File: src/sv/uartrf_pkg.sv
package uartrf_pkg;

  // Item kinds carried in the input tuser
  typedef enum logic [1:0] {
    OP_WRITE = 2'd0,
    OP_READ  = 2'd1,
    OP_RX    = 2'd2,
    OP_MODEM = 2'd3
  } opcode_e;

  // Register offsets
  localparam logic [2:0] ADDR_DATA = 3'd0;
  localparam logic [2:0] ADDR_IER  = 3'd1;
  localparam logic [2:0] ADDR_IIR  = 3'd2;
  localparam logic [2:0] ADDR_LCR  = 3'd3;
  localparam logic [2:0] ADDR_MCR  = 3'd4;
  localparam logic [2:0] ADDR_LSR  = 3'd5;
  localparam logic [2:0] ADDR_MSR  = 3'd6;
  localparam logic [2:0] ADDR_SCR  = 3'd7;

  // Interrupt identification codes
  localparam logic [2:0] IID_NONE  = 3'd1;
  localparam logic [2:0] IID_THRE  = 3'd2;
  localparam logic [2:0] IID_RDATA = 3'd4;
  localparam logic [2:0] IID_MODEM = 3'd6;

  // Register bits and reset values
  localparam int unsigned LCR_DLAB_BIT = 7;
  localparam int unsigned MCR_LOOP_BIT = 4;
  localparam int unsigned LSR_DR_BIT   = 0;
  localparam int unsigned LSR_THRE_BIT = 5;
  localparam logic [7:0] LSR_TX_EMPTY  = 8'h60;
  localparam logic [7:0] LSR_DR_BI     = 8'h11;
  localparam logic [7:0] LSR_RESET     = 8'h60;
  localparam logic [7:0] MSR_RESET     = 8'hB0;
  localparam logic [7:0] MSR_LINES     = 8'hF0;

  localparam int unsigned IN_DATA_W  = 24;
  localparam int unsigned OUT_DATA_W = 48;

  typedef struct packed {
    opcode_e    opcode;
    logic [2:0] reg_addr;
    logic [7:0] write_data;
    logic [7:0] rx_byte;
    logic [3:0] modem_lines;
  } item_t;

  typedef struct packed {
    logic [7:0]  read_data;
    logic        irq_level;
    logic        tx_valid;
    logic [7:0]  tx_byte;
    logic        rx_accepted;
    logic        rts_out;
    logic        dtr_out;
    logic [15:0] baud_divisor;
    logic [7:0]  line_format;
  } result_t;

  // Fixed-priority interrupt identification
  function automatic logic [2:0] ident(input logic data_ready, input logic tx_pending,
                                       input logic modem_chg, input logic [3:0] ier);
    logic [2:0] id;
    if (data_ready && ier[0]) begin
      id = IID_RDATA;
    end else if (tx_pending && ier[1]) begin
      id = IID_THRE;
    end else if (modem_chg && ier[2]) begin
      id = IID_MODEM;
    end else begin
      id = IID_NONE;
    end
    return id;
  endfunction

endpackage

File: src/sv/uartrf_core.sv
module uartrf_core (
  input  logic               clk_i,
  input  logic               rst_ni,
  input  logic               accept_i,
  input  uartrf_pkg::item_t  item_i,
  output uartrf_pkg::result_t result_o
);

  logic [15:0] dl_q, dl_d;
  logic [7:0]  rbr_q, rbr_d;
  logic [3:0]  ier_q, ier_d;
  logic [2:0]  iir_q, iir_d;
  logic [7:0]  lcr_q, lcr_d;
  logic [4:0]  mcr_q, mcr_d;
  logic [7:0]  lsr_q, lsr_d;
  logic [7:0]  msr_q, msr_d;
  logic [7:0]  scr_q, scr_d;
  logic        txp_q, txp_d;
  logic        mchg_q, mchg_d;
  logic        reident;
  logic        dlab;
  logic        loopback;
  logic [7:0]  rd_data;
  logic        tx_valid;
  logic [7:0]  tx_byte;
  logic        rx_acc;
  logic [7:0]  msr_new;

  assign dlab     = lcr_q[uartrf_pkg::LCR_DLAB_BIT];
  assign loopback = mcr_q[uartrf_pkg::MCR_LOOP_BIT];

  // New modem status: line levels on top, deltas below (RI on its trailing edge)
  assign msr_new = {item_i.modem_lines[3], item_i.modem_lines[2],
                    item_i.modem_lines[1], item_i.modem_lines[0],
                    item_i.modem_lines[3] ^ msr_q[7],
                    ~item_i.modem_lines[2] & msr_q[6],
                    item_i.modem_lines[1] ^ msr_q[5],
                    item_i.modem_lines[0] ^ msr_q[4]};

  // Decode one item into next register values and result bytes
  always_comb begin
    dl_d     = dl_q;
    rbr_d    = rbr_q;
    ier_d    = ier_q;
    lcr_d    = lcr_q;
    mcr_d    = mcr_q;
    lsr_d    = lsr_q;
    msr_d    = msr_q;
    scr_d    = scr_q;
    txp_d    = txp_q;
    mchg_d   = mchg_q;
    reident  = 1'b0;
    rd_data  = 8'h00;
    tx_valid = 1'b0;
    tx_byte  = 8'h00;
    rx_acc   = 1'b0;
    unique case (item_i.opcode)
      uartrf_pkg::OP_WRITE: begin
        unique case (item_i.reg_addr)
          uartrf_pkg::ADDR_DATA: begin
            if (dlab) begin
              dl_d = {dl_q[15:8], item_i.write_data};
            end else begin
              tx_valid = 1'b1;
              tx_byte  = item_i.write_data;
              txp_d    = 1'b1;
              lsr_d    = lsr_q | uartrf_pkg::LSR_TX_EMPTY;
              reident  = 1'b1;
            end
          end
          uartrf_pkg::ADDR_IER: begin
            if (dlab) begin
              dl_d = {item_i.write_data, dl_q[7:0]};
            end else begin
              ier_d = item_i.write_data[3:0];
              if (lsr_q[uartrf_pkg::LSR_THRE_BIT]) begin
                txp_d = 1'b1;
              end
              reident = 1'b1;
            end
          end
          uartrf_pkg::ADDR_LCR: lcr_d = item_i.write_data;
          uartrf_pkg::ADDR_MCR: mcr_d = item_i.write_data[4:0];
          uartrf_pkg::ADDR_SCR: scr_d = item_i.write_data;
          default: ;
        endcase
      end
      uartrf_pkg::OP_READ: begin
        unique case (item_i.reg_addr)
          uartrf_pkg::ADDR_DATA: begin
            if (dlab) begin
              rd_data = dl_q[7:0];
            end else begin
              rd_data = rbr_q;
              lsr_d   = lsr_q & ~uartrf_pkg::LSR_DR_BI;
              reident = 1'b1;
            end
          end
          uartrf_pkg::ADDR_IER: rd_data = dlab ? dl_q[15:8] : {4'b0000, ier_q};
          uartrf_pkg::ADDR_IIR: begin
            rd_data = {5'b00000, iir_q};
            if (iir_q == uartrf_pkg::IID_THRE) begin
              txp_d = 1'b0;
            end
            reident = 1'b1;
          end
          uartrf_pkg::ADDR_LCR: rd_data = lcr_q;
          uartrf_pkg::ADDR_MCR: rd_data = {3'b000, mcr_q};
          uartrf_pkg::ADDR_LSR: rd_data = lsr_q;
          uartrf_pkg::ADDR_MSR: begin
            if (loopback) begin
              rd_data = {mcr_q[3:2], mcr_q[0], mcr_q[1], 4'b0000};
            end else begin
              rd_data = msr_q;
              msr_d   = msr_q & uartrf_pkg::MSR_LINES;
              mchg_d  = 1'b0;
              reident = 1'b1;
            end
          end
          default: rd_data = scr_q;
        endcase
      end
      uartrf_pkg::OP_RX: begin
        // Drop the byte while earlier data is unread
        if (!lsr_q[uartrf_pkg::LSR_DR_BIT]) begin
          rbr_d   = item_i.rx_byte;
          lsr_d   = lsr_q | 8'h01;
          reident = 1'b1;
          rx_acc  = 1'b1;
        end
      end
      uartrf_pkg::OP_MODEM: begin
        msr_d   = msr_new;
        mchg_d  = 1'b1;
        reident = 1'b1;
      end
      default: ;
    endcase
    iir_d = reident ? uartrf_pkg::ident(lsr_d[uartrf_pkg::LSR_DR_BIT], txp_d, mchg_d, ier_d)
                    : iir_q;
  end

  // Result of the item as it leaves the register file
  always_comb begin
    result_o.read_data    = rd_data;
    result_o.irq_level    = (iir_d != uartrf_pkg::IID_NONE);
    result_o.tx_valid     = tx_valid;
    result_o.tx_byte      = tx_byte;
    result_o.rx_accepted  = rx_acc;
    result_o.rts_out      = mcr_d[1];
    result_o.dtr_out      = mcr_d[0];
    result_o.baud_divisor = dl_d;
    result_o.line_format  = lcr_d;
  end

  // Commit register state on each accepted word
  always_ff @(posedge clk_i or negedge rst_ni) begin
    if (!rst_ni) begin
      dl_q   <= '0;
      rbr_q  <= '0;
      ier_q  <= '0;
      iir_q  <= uartrf_pkg::IID_NONE;
      lcr_q  <= '0;
      mcr_q  <= '0;
      lsr_q  <= uartrf_pkg::LSR_RESET;
      msr_q  <= uartrf_pkg::MSR_RESET;
      scr_q  <= '0;
      txp_q  <= 1'b0;
      mchg_q <= 1'b0;
    end else if (accept_i) begin
      dl_q   <= dl_d;
      rbr_q  <= rbr_d;
      ier_q  <= ier_d;
      iir_q  <= iir_d;
      lcr_q  <= lcr_d;
      mcr_q  <= mcr_d;
      lsr_q  <= lsr_d;
      msr_q  <= msr_d;
      scr_q  <= scr_d;
      txp_q  <= txp_d;
      mchg_q <= mchg_d;
    end
  end

endmodule

File: src/sv/uart_16450_register_file_top.sv
// Channel   Dir  Handshake                    Payload
// s_axis    in   s_axis_tvalid/s_axis_tready  tuser opcode, tdata item fields
// m_axis    out  m_axis_tvalid/m_axis_tready  tdata result fields
//
// One word per cycle in while s_axis_tready is high, one result word per input word out.
// Register state updates at the edge that takes a word, which also registers its result.
// An output register plus one skid entry keep input taken while the output is stalled;
// s_axis_tready drops only while both hold results.
// Reset clears all registers to their power-on values and empties the output stage.
module uart_16450_register_file_top (
  input  logic                               clk_i,
  input  logic                               rst_ni,
  input  logic                               s_axis_tvalid,
  output logic                               s_axis_tready,
  // [1:0] opcode
  input  logic [1:0]                         s_axis_tuser,
  // [2:0] reg_addr, [10:3] write_data, [18:11] rx_byte, [22:19] modem_lines, [23] zero
  input  logic [uartrf_pkg::IN_DATA_W-1:0]   s_axis_tdata,
  output logic                               m_axis_tvalid,
  input  logic                               m_axis_tready,
  // [7:0] read_data, [8] irq_level, [9] tx_valid, [17:10] tx_byte, [18] rx_accepted,
  // [19] rts_out, [20] dtr_out, [36:21] baud_divisor, [44:37] line_format, [47:45] zero
  output logic [uartrf_pkg::OUT_DATA_W-1:0]  m_axis_tdata
);

  uartrf_pkg::item_t   item;
  uartrf_pkg::result_t result;
  logic                accept;
  logic                out_free;
  logic                out_valid_q, out_valid_d;
  logic                skid_valid_q, skid_valid_d;
  uartrf_pkg::result_t out_q, out_d;
  uartrf_pkg::result_t skid_q, skid_d;

  // Unpack the input word
  assign item.opcode      = uartrf_pkg::opcode_e'(s_axis_tuser);
  assign item.reg_addr    = s_axis_tdata[2:0];
  assign item.write_data  = s_axis_tdata[10:3];
  assign item.rx_byte     = s_axis_tdata[18:11];
  assign item.modem_lines = s_axis_tdata[22:19];

  assign s_axis_tready = !skid_valid_q;
  assign accept        = s_axis_tvalid && s_axis_tready;
  assign out_free      = !out_valid_q || m_axis_tready;

  uartrf_core u_core (
    .clk_i    (clk_i),
    .rst_ni   (rst_ni),
    .accept_i (accept),
    .item_i   (item),
    .result_o (result)
  );

  // Advance the output register and the skid entry
  always_comb begin
    out_valid_d  = out_valid_q;
    out_d        = out_q;
    skid_valid_d = skid_valid_q;
    skid_d       = skid_q;
    if (out_free) begin
      if (skid_valid_q) begin
        out_valid_d  = 1'b1;
        out_d        = skid_q;
        skid_valid_d = 1'b0;
      end else begin
        out_valid_d = accept;
        out_d       = result;
      end
    end else if (accept) begin
      skid_valid_d = 1'b1;
      skid_d       = result;
    end
  end

  always_ff @(posedge clk_i or negedge rst_ni) begin
    if (!rst_ni) begin
      out_valid_q  <= 1'b0;
      skid_valid_q <= 1'b0;
    end else begin
      out_valid_q  <= out_valid_d;
      skid_valid_q <= skid_valid_d;
    end
  end

  always_ff @(posedge clk_i) begin
    out_q  <= out_d;
    skid_q <= skid_d;
  end

  // Pack the result word
  assign m_axis_tvalid = out_valid_q;
  assign m_axis_tdata  = {3'b000, out_q.line_format, out_q.baud_divisor, out_q.dtr_out,
                          out_q.rts_out, out_q.rx_accepted, out_q.tx_byte, out_q.tx_valid,
                          out_q.irq_level, out_q.read_data};

endmodule

File: config.mk
export PLATFORM = sky130hd
export DESIGN_NAME = uart_16450_register_file_top
export DESIGN_NICKNAME = d
export VERILOG_FILES = /design/src/sv/uartrf_pkg.sv /design/src/sv/uartrf_core.sv /design/src/sv/uart_16450_register_file_top.sv
export SDC_FILE = /design/constraint.sdc
export NUM_CORES = 1
export LEC_CHECK = 0
export BUFFER_PORTS_ARGS = -buffer_cell sky130_fd_sc_hd__buf_2
export CORE_MARGIN = 1
export CORE_UTILIZATION = 30
export CTS_CLUSTER_DIAMETER = 40
export CTS_CLUSTER_SIZE = 28
export DETAILED_ROUTE_END_ITERATION = 7
export PLACE_DENSITY = 0.45
export SETUP_SLACK_MARGIN = 0.1
export SLEW_MARGIN = 20
export SYNTH_ARGS = -nofsm -noshare
export SYNTH_HDL_FRONTEND = slang
export SYNTH_SLANG_ARGS = --single-unit
File: constraint.sdc
create_clock -name clk_i -period 3.8 [get_ports clk_i]
set_input_delay 0.76 -clock clk_i [delete_from_list [all_inputs] [get_ports clk_i]]
set_output_delay 0.76 -clock clk_i [all_outputs]
set_load 0.05 [all_outputs]
==> flow_metrics.env, run 1 <==
export IMPL_num_io_pins=80
export IMPL_routed_wl_met2_mm=8.18
export IMPL_synth_top_area_cell="edfxtp_1"
export IMPL_drc=0
export IMPL_vias=4562
export IMPL_skew_ps=14.7
export IMPL_vias_per_cell=4.81
export IMPL_dr_pass1_iters=4
export IMPL_yosysMostFrequentCell="mux2_2"
export IMPL_cts_clk_slew_worst_paths_ps=60
export IMPL_cts_htree_levels=4
export IMPL_tritoncts="done"
export IMPL_grt_pass1_vias=4756
export IMPL_synthTopCellsByArea="edfxtp_1, dfrtp_1, mux2_2"
export IMPL_hold_buffers=0
export IMPL_timing_fmax_mhz=372
export IMPL_antenna_found_initial=1
export IMPL_initial_utilization_pct=31.0
export IMPL_area_delta_synth_final_pct=18.5
export IMPL_relSlewSlack_pct=51.1
export IMPL_hold_viol=0
export IMPL_fillers=2292
export IMPL_place_congestion=0.836
export IMPL_slew_viol_final=0
export IMPL_die_w_um=156
export IMPL_fin_total_pwr_w=0.00485
export IMPL_cts_buffer_depth=2
export IMPL_tightest_slew_ps=733
export IMPL_whs_ps=388
export IMPL_critPathArrivalTime_ps=2860
export IMPL_required_ps=3970
export IMPL_synth_cell_types=57
export IMPL_grt_pass1_wl_mm=28.8
export IMPL_die_h_um=156
export IMPL_synth_top_area_share_pct=38.2
export IMPL_grt_overflow=0
export IMPL_fin_setup_tns_ps=0
export IMPL_ant_nets=0
export IMPL_cts_made_buffers=17
export IMPL_reg2reg_to="m_axis_tdata[23]"
export IMPL_layout_drive_gt1_share_pct=37.0
export IMPL_root_buffer="clkbuf_16"
export IMPL_min_period_ps=2690
export IMPL_leakage_nw=3.54
export IMPL_core_area_um2=22800
export IMPL_antenna_cells=0
export IMPL_synth_seq_cells=156
export IMPL_synth_seq_area_share_pct=61.7
export IMPL_syn_inst=543
export IMPL_insertion_delay_ps=420
export IMPL_ir_drop_v=0.000283
export IMPL_critical_path_max_fanout=26
export IMPL_wl_met3_um=619
export IMPL_drt_met1_wl_mm=9.14
export IMPL_post_cts_setup_buffers=0
export IMPL_worst_setup_path_end_kind="flop"
export IMPL_postCtsResizedCells=0
export IMPL_port_buffers=75
export IMPL_highest_layer="met4"
export IMPL_hold_class="in -> async"
export IMPL_reg2reg_from="u_core.lcr_q[7]"
export IMPL_dp_hpwl_mm=12.6
export IMPL_startpoint_type="input pin"
export IMPL_post_route_period_util_pct=70.8
export IMPL_fp_dieArea_um2=24200
export IMPL_wirelength_mm=18.2
export IMPL_reg2regPathDepth=4
export IMPL_multiInputGateArea_um2=2560
export IMPL_critPathKind="in -> reg"
export IMPL_r2r_slack_ps=1350
export IMPL_grt_setup_unrepaired="no"
export IMPL_final_nets=652
export IMPL_setup_viol=0
export IMPL_synth_main_ff_cell="edfxtp_1"
export IMPL_seqCellArea_um2=4360
export IMPL_cts_sinks=156
export IMPL_power_density_nw_per_um2=579
export IMPL_grt_max_degree=48
export IMPL_rows=55
export IMPL_wl_per_cell_um=19.2
export IMPL_status="complete, no violations"
export IMPL_maxCapViolations=0
export IMPL_synth_common_cells="mux2_2, nand2_1, edfxtp_1"
export IMPL_drt_iter0_markers=198
export IMPL_synth_area_per_cell_um2=13.0
export IMPL_netlist_area_um2=7070
export IMPL_crit_start="s_axis_tdata[0]"
export IMPL_synth_edf_count=90
export IMPL_yosys_warnings=0
export IMPL_grt_use_total_pct=16.1
export IMPL_async_reset_ff_share_pct=42.3
power breakdown:
group | switching (W) | internal (W) | leakage, nW | total [W]
combinational | 0.000629 | 0.000345 | 1.52 | 0.000974
sequential | 0.000159 | 0.00208 | 1.75 | 0.00224
clock | 0.000679 | 0.000959 | 0.270 | 0.00164
total | 0.00147 | 0.00338 | 3.54 | 0.00485
cell usage in the layout, fill, tap and decap left out, types with 2 or more instances in the layout:
cell	count
inv_2	2
a22oi_1	2
nor2_1	23
clkbuf_16	17
xnor2_1	3
mux2i_1	11
nand4_1	2
o21ai_0	19
a221oi_1	2
nor2b_1	5
or4_1	2
a21oi_1	7
o22a_1	2
and2_1	9
buf_2	75
conb_1	3
nand3_1	6
dfrtp_1	61
nor3_1	3
edfxtp_1	90
o32ai_1	2
o211ai_1	2
clkinv_2	6
a31oi_1	3
clkinvlp_4	3
nand3b_1	4
dfstp_2	5
a211o_1	2
a21o_1	2
o22ai_1	7
mux2_2	99
nand2b_1	4
inv_1	4
nand2_1	92
buf_4	14
bufinv_16	2
clkbuf_1	2
a211oi_1	6
o31ai_1	7
flip-flops by register name, summed over array words and instances, names as in the netlist:
name           cells
m_axis_tdata      45
m_axis_tvalid      1
skid_q            45
skid_valid_q       1
u_core.dl_q       16
u_core.ier_q       4
u_core.iir_q       3
u_core.lcr_q       8
u_core.lsr_q       2
u_core.mchg_q      1
u_core.mcr_q       5
u_core.msr_q       8
u_core.rbr_q       8
u_core.scr_q       8
u_core.txp_q       1
worst max-delay path by stage:
| stage | end | slack [ps] | cells after the start |
|---|---|---|---|
| after detailed placement | m_axis_tdata[42] | 700 | 5 |
| after floorplan | skid_q[0] | 660 | 2 |
| after CTS | m_axis_tdata[43] | 1150 | 5 |
| after global routing | m_axis_tdata[8] | 950 | 7 |
| final | m_axis_tdata[8] | 1110 | 7 |
| after global placement | m_axis_tdata[8] | 700 | 7 |
critical path, cell delays in order:
cell and delay, ps:
buf_2 450, nor4b_4 520, a21boi_1 180, o22a_1 250, nor4_1 280, o22ai_1 140, mux2_4 270
layer usage:
layer,track usage (%),vias to the layer above
met3,3.31,15
met1,22.9,2313
met4,5.23,0
met2,24.5,91
met5,0,-
li1,-,2143
cell type report:
| type | instances | area share (%) |
|---|---|---|
| clock buffer | 19 | 5.17 |
| tap | 313 | 4.68 |
| clock inverter | 13 | 1.49 |
| multi-input combinational | 352 | 30.6 |
| sequential | 156 | 52.1 |
| inverter | 6 | 0.269 |
| timing repair buffer | 89 | 5.74 |
cell families after synthesis:
family / after synthesis / share of synthesized area [%]
xor gates and xnor gates: 3 / 0.372
muxes: 113 / 18.0
AOI/OAI and AO/OA: 73 / 7.09
DFF: 156 / 61.7
buffers and inverters: 37 / 2.37
other: 1 / 0.0530
and+or+nand+nor: 160 / 10.4
per-stage QoR:
step                      utilization [%]  cell area (um2)  setup slack (ps)  std cells
final                                36.7             8380              1110        948
after global routing                 36.7             8380               951        948
after CTS                            36.7             8380              1150        948
after detailed placement             34.2             7820               702        916
after global placement               34.2             7820               702        916
after floorplan                         -             7080               657        545
Power figures use the tool's default switching activity.
==> inputs of run 2 (changes only) <==
Settings changed: PLACE_DENSITY 0.45 to 0.44.
Clock period 3.8 ns to 2.8 ns, I/O delays scaled along.
==> flow_metrics.env, run 2 (synthesis results as in run 1) <==
export IMPL_min_period_ps=2290
export IMPL_maxCapViolations=0
export IMPL_startpoint_type="flop"
export IMPL_grt_overflow=0
export IMPL_insertion_delay_ps=420
export IMPL_mostFrequentLayoutCells="mux2_2, nand2_1, edfxtp_1"
export IMPL_grt_pass1_vias=4708
export IMPL_fin_setup_tns_ps=0
export IMPL_status="complete, no violations"
export IMPL_cts_buffer_depth=2
export IMPL_initial_utilization_pct=31.0
export IMPL_drt_iter0_markers=294
export IMPL_grt_max_degree=46
export IMPL_cts_clk_slew_worst_paths_ps=70
export IMPL_post_route_period_util_pct=81.9
export IMPL_p_comb_share_pct=20.2
export IMPL_cts_sinks=156
export IMPL_p_switching_w=0.00205
export IMPL_port_buffers=75
export IMPL_area_delta_synth_final_pct=20.7
export IMPL_ir_drop_v=0.000352
export IMPL_dr_pass1_iters=4
export IMPL_final_area_um2=8540
export IMPL_timing_fmax_mhz=436
export IMPL_placed_area_um2=7940
export IMPL_cts_made_buffers=17
export IMPL_fin_total_pwr_w=0.00675
export IMPL_hold_class="in -> async"
export IMPL_final_common_cell="mux2_2"
export IMPL_critical_path_max_fanout=8
export IMPL_cts_htree_levels=4
export IMPL_rows=55
export IMPL_grt_setup_unrepaired="no"
export IMPL_drc=0
export IMPL_hold_buffers=0
export IMPL_skew_ps=8.47
export IMPL_p_clk_share_pct=34.8
export IMPL_power_internal_w=0.00469
export IMPL_relSlewSlack_pct=59.9
export IMPL_tightest_slew_ps=600
export IMPL_antenna_cells=0
export IMPL_hold_viol=0
export IMPL_die_w_um=156
export IMPL_dp_hpwl_mm=12.8
export IMPL_layout_drive_gt1_share_pct=38.4
export IMPL_slew_viol_final=0
export IMPL_worst_setup_path_end_kind="flop"
export IMPL_vias_per_cell=4.77
export IMPL_multiInputGateArea_um2=2560
export IMPL_grt_pass1_wl_mm=28.7
export IMPL_post_cts_setup_buffers=0
export IMPL_postCtsResizedCells=0
export IMPL_final_nets=665
export IMPL_grt_use_total_pct=16.1
export IMPL_wirelength_mm=18.4
export IMPL_place_congestion=0.869
export IMPL_p_sw_share_pct=30.5
export IMPL_seqPwrFrac_pct=45.0
export IMPL_setup_viol=0
export IMPL_power_density_nw_per_um2=790
export IMPL_vias=4586
export IMPL_die_h_um=156
export IMPL_leakage_nw=3.63
export IMPL_critPathKind="reg -> reg"
export IMPL_core_area_um2=22800
export IMPL_whs_ps=102
export IMPL_critPathArrivalTime_ps=2460
export IMPL_num_io_pins=80
export IMPL_root_buffer="clkbuf_16"
export IMPL_antenna_found_initial=0
export IMPL_seqCellArea_um2=4360
export IMPL_fp_dieArea_um2=24200
export IMPL_tritoncts="done"
export IMPL_ant_nets=0
export IMPL_fillers=2313
export IMPL_required_ps=2970
export IMPL_wl_per_cell_um=19.2
## run 2: cell types whose count changed in the layout (fill, tap and decap cells not counted), sizes merged
cell / previous run / this run
buf: 89 / 102
inv: 7 / 9
clkinv: 7 / 4
clkbuf: 19 / 21
clkinvlp: 3 / 2
## run 2: area by class of cell
type / count / area share (%)
Multi-Input combinational cell: 352 / 30.0
Sequential cell: 156 / 51.1
Inverter: 6 / 0.264
Timing Repair Buffer: 102 / 7.06
Tap cell: 313 / 4.59
Clock buffer: 21 / 5.39
Clock inverter: 11 / 1.58
## run 2: power groups by stage
stage	combinational, W	sequential, W	clock, W
3_3_place_gp	0.00136	0.00307	0
4_1_cts	0.00138	0.00304	0.00241
2_1_floorplan	0.000680	0.00332	0
3_5_place_dp	0.00138	0.00308	0
6_report	0.00136	0.00304	0.00235
5_1_grt	0.00148	0.00307	0.00249
## run 2: worst paths after layout
kind | startpoint | endpoint | slack [ps] | cells past startpoint
worst max-delay path | u_core.lcr_q[7] | m_axis_tdata[8] | 510 | 6
worst min-delay path | rst_ni | u_core.lcr_q[3] | 100 | 1
worst max register to register | u_core.lcr_q[7] | m_axis_tdata[8] | 510 | 6
worst min register to register | u_core.scr_q[5] | u_core.scr_q[5] | 490 | 1
max in group asynchronous | rst_ni | u_core.lsr_q[5] | 2060 | 2
min in group clk_i | s_axis_tdata[15] | u_core.rbr_q[4] | 370 | 2
## run 2: worst max-delay path: stages (launching register included)
cell and delay (ps):
dfrtp_1 500, or4_1 580, o22ai_1 140, a21oi_1 110, a211oi_1 260, o22ai_1 170, mux2_4 270
## run 2: routing by layer
| metal | global-route usage, % | vias to the layer above | routed length, um |
|---|---|---|---|
| met5 | 0 | - | 0 |
| met4 | 4.67 | 0 | 204 |
| met3 | 2.72 | 15 | 546 |
| met2 | 25.3 | 88 | 8490 |
| met1 | 22.8 | 2309 | 9210 |
| li1 | - | 2174 | - |
## run 2: through the flow
step / setup slack (ps) / utilization, % / cells
2_1_floorplan: 275 / - / 545
3_3_place_gp: 198 / 34.8 / 929
3_5_place_dp: 176 / 34.8 / 929
4_1_cts: 506 / 37.4 / 961
5_1_grt: 388 / 37.4 / 961
6_report: 508 / 37.4 / 961
==> inputs of run 3 (changes only) <==
Settings changed: ABC_AREA set to 1, PLACE_DENSITY 0.44 to 0.45.
Clock period 2.8 ns to 2.1 ns, I/O delays scaled along.
==> flow_metrics.env, run 3 <==
export IMPL_maxCapViolations=0
export IMPL_fin_total_pwr_w=0.00933
export IMPL_p_clk_share_pct=32.7
export IMPL_p_sw_share_pct=33.2
export IMPL_reg2regPathDepth=10
export IMPL_antenna_cells=0
export IMPL_synth_top_area_cell="edfxtp_1"
export IMPL_ant_nets=0
export IMPL_relSlewSlack_pct=51.6
export IMPL_yosysMostFrequentCell="nand2_1"
export IMPL_antenna_found_initial=0
export IMPL_synth_seq_cells=156
export IMPL_place_congestion=0.882
export IMPL_async_reset_ff_share_pct=42.3
export IMPL_dp_cells=1142
export IMPL_cts_buffer_depth=2
export IMPL_worst_setup_path_end_kind="primary output"
export IMPL_tritoncts="done"
export IMPL_required_ps=1680
export IMPL_hold_class="in -> async"
export IMPL_synth_seq_area_share_pct=61.6
export IMPL_cts_clk_slew_worst_paths_ps=70
export IMPL_grt_setup_unrepaired="no"
export IMPL_highest_layer="met4"
export IMPL_instances_no_fill=1174
export IMPL_layout_drive_gt1_share_pct=24.5
export IMPL_synth_common_cells="nand2_1, edfxtp_1, o21ai_0"
export IMPL_whs_ps=7.83
export IMPL_synth_top_area_share_pct=38.2
export IMPL_slew_viol_final=0
export IMPL_critPathKind="reg -> out"
export IMPL_final_nets=878
export IMPL_fillers=2400
export IMPL_grt_max_degree=67
export IMPL_cts_htree_levels=4
export IMPL_drc=0
export IMPL_cp_slowest_cell="dfrtp_2"
export IMPL_final_common_cell="nand2_1"
export IMPL_path_common_cell="buf_4"
export IMPL_hold_buffers=0
export IMPL_crit_buf_inv=3
export IMPL_p_comb_share_pct=22.9
export IMPL_ir_drop_v=0.000497
export IMPL_grt_pass1_wl_mm=29.3
export IMPL_leakage_nw=3.86
export IMPL_seqCellArea_um2=4360
export IMPL_critical_path_max_fanout=26
export IMPL_post_cts_setup_buffers=0
export IMPL_setup_viol=0
export IMPL_synth_area_per_cell_um2=9.52
export IMPL_root_buffer="clkbuf_16"
export IMPL_drt_iter0_markers=325
export IMPL_min_period_ps=1920
export IMPL_hold_viol=0
export IMPL_dp_hpwl_mm=13.6
export IMPL_crit_family="buffers and inverters"
export IMPL_num_io_pins=80
export IMPL_startpoint_type="flop"
export IMPL_cts_made_buffers=17
export IMPL_multiInputGateArea_um2=2320
export IMPL_area_delta_synth_final_pct=22.1
export IMPL_critical_path_depth=3
export IMPL_vias_per_cell=4.45
export IMPL_timing_fmax_mhz=522
export IMPL_cp_slowest_stage_delay_ps=400
export IMPL_wl_per_cell_um=16.0
export IMPL_synthTopCellsByArea="edfxtp_1, dfrtp_1, nand2_1"
export IMPL_synth_main_ff_cell="edfxtp_1"
export IMPL_rows=55
export IMPL_die_w_um=156
export IMPL_grt_pass1_vias=5014
export IMPL_syn_inst=743
export IMPL_power_internal_w=0.00623
export IMPL_grt_overflow=0
export IMPL_mostFrequentLayoutCells="nand2_1, edfxtp_1, buf_2"
export IMPL_vias=5225
export IMPL_synth_cell_types=41
export IMPL_die_h_um=156
export IMPL_wirelength_mm=18.7
export IMPL_final_setup_worst_slack_ps=184
export IMPL_insertion_delay_ps=430
export IMPL_drt_met1_wl_mm=9.43
export IMPL_core_area_um2=22800
export IMPL_place_ws_ps=-29.1
export IMPL_dr_pass1_iters=4
export IMPL_yosys_warnings=0
export IMPL_status="complete, no violations"
export IMPL_post_route_period_util_pct=91.2
export IMPL_routed_wl_met2_mm=8.12
export IMPL_port_buffers=75
export IMPL_worstPathCellList="inv_2 -> buf_4 -> buf_4"
export IMPL_p_switching_w=0.00309
export IMPL_tightest_slew_ps=718
export IMPL_grt_use_total_pct=16.5
export IMPL_netlist_area_um2=7070
export IMPL_cts_sinks=156
export IMPL_seqPwrFrac_pct=44.4
export IMPL_critPathArrivalTime_ps=1500
export IMPL_wl_met3_um=798
export IMPL_initial_utilization_pct=31.0
export IMPL_skew_ps=9.92
export IMPL_synth_edf_count=90
export IMPL_power_density_nw_per_um2=1080
export IMPL_fp_dieArea_um2=24200
[run 3: repair_timing]
item,in CTS,in global routing
gates cloned,0,0
resized for setup,1,3
endpoints found under the setup margin,1,3
[run 3: power groups by stage]
stage	Sequential [W]	Combinational [W]	Clock, W
floorplan	0.00461	0.00100	0
finish	0.00414	0.00213	0.00305
global route	0.00419	0.00236	0.00324
detailed placement	0.00419	0.00215	0
CTS	0.00413	0.00215	0.00312
global placement	0.00418	0.00213	0
[run 3: path summary, 6_finish.rpt]
check                                       from         endpoint  slack (ps)
worst max register to register   u_core.lcr_q[7]  m_axis_tdata[8]         280
worst max-delay path                skid_valid_q    s_axis_tready         180
worst min register to register   u_core.mcr_q[3]  u_core.mcr_q[3]         490
worst min-delay path                      rst_ni    u_core.mchg_q           8
min in group clk_i              s_axis_tdata[20]  u_core.msr_q[5]         210
max in group asynchronous                 rst_ni    m_axis_tvalid        1750
[run 3: per-layer routing]
metal  vias to the layer above  track usage [%]
li1                       2652                -
met1                      2433             23.7
met2                       123             24.3
met3                        17             3.42
met4                         0             6.12
met5                         -                0
[run 3: worst reg2reg max path: cells and delay by family (launching register included)]
kind	cells	cell delay, ps
DFF	1	410
buffers and inverters	1	160
AOI/OAI and AO/OA	1	200
and+or+nand+nor	8	810
[run 3: cell families (layout without fill, tap and decap cells)]
kind of cell | after synthesis | in the layout | synth area share, %
AO/OA/AOI/OAI | 134 | 134 | 10.9
buffers and inverters | 109 | 225 | 6.19
XOR/XNOR | 3 | 3 | 0.372
multiplexers | 8 | 8 | 1.27
flip-flops | 156 | 156 | 61.6
other | 1 | 3 | 0.0530
AND/OR/NAND/NOR | 332 | 332 | 19.5
[run 3: stage by stage]
step                util, %  TNS (ps)  instance area (um2)
CTS                    37.8         0                 8630
global route           37.8         0                 8640
floorplan                 -         0                 7130
finish                 37.8         0                 8640
detailed placement     35.2     -31.2                 8050
global placement       35.2     -20.9                 8050
[run 3: area by class of cell]
class                   instances  area share, %
inverters                      84           3.68
well taps                     313           4.53
flip-flops and latches        156           50.5
repair buffers                109           7.76
multi-input cells             480           26.9
clock inverters                13           1.65
clock buffers                  19           5.01
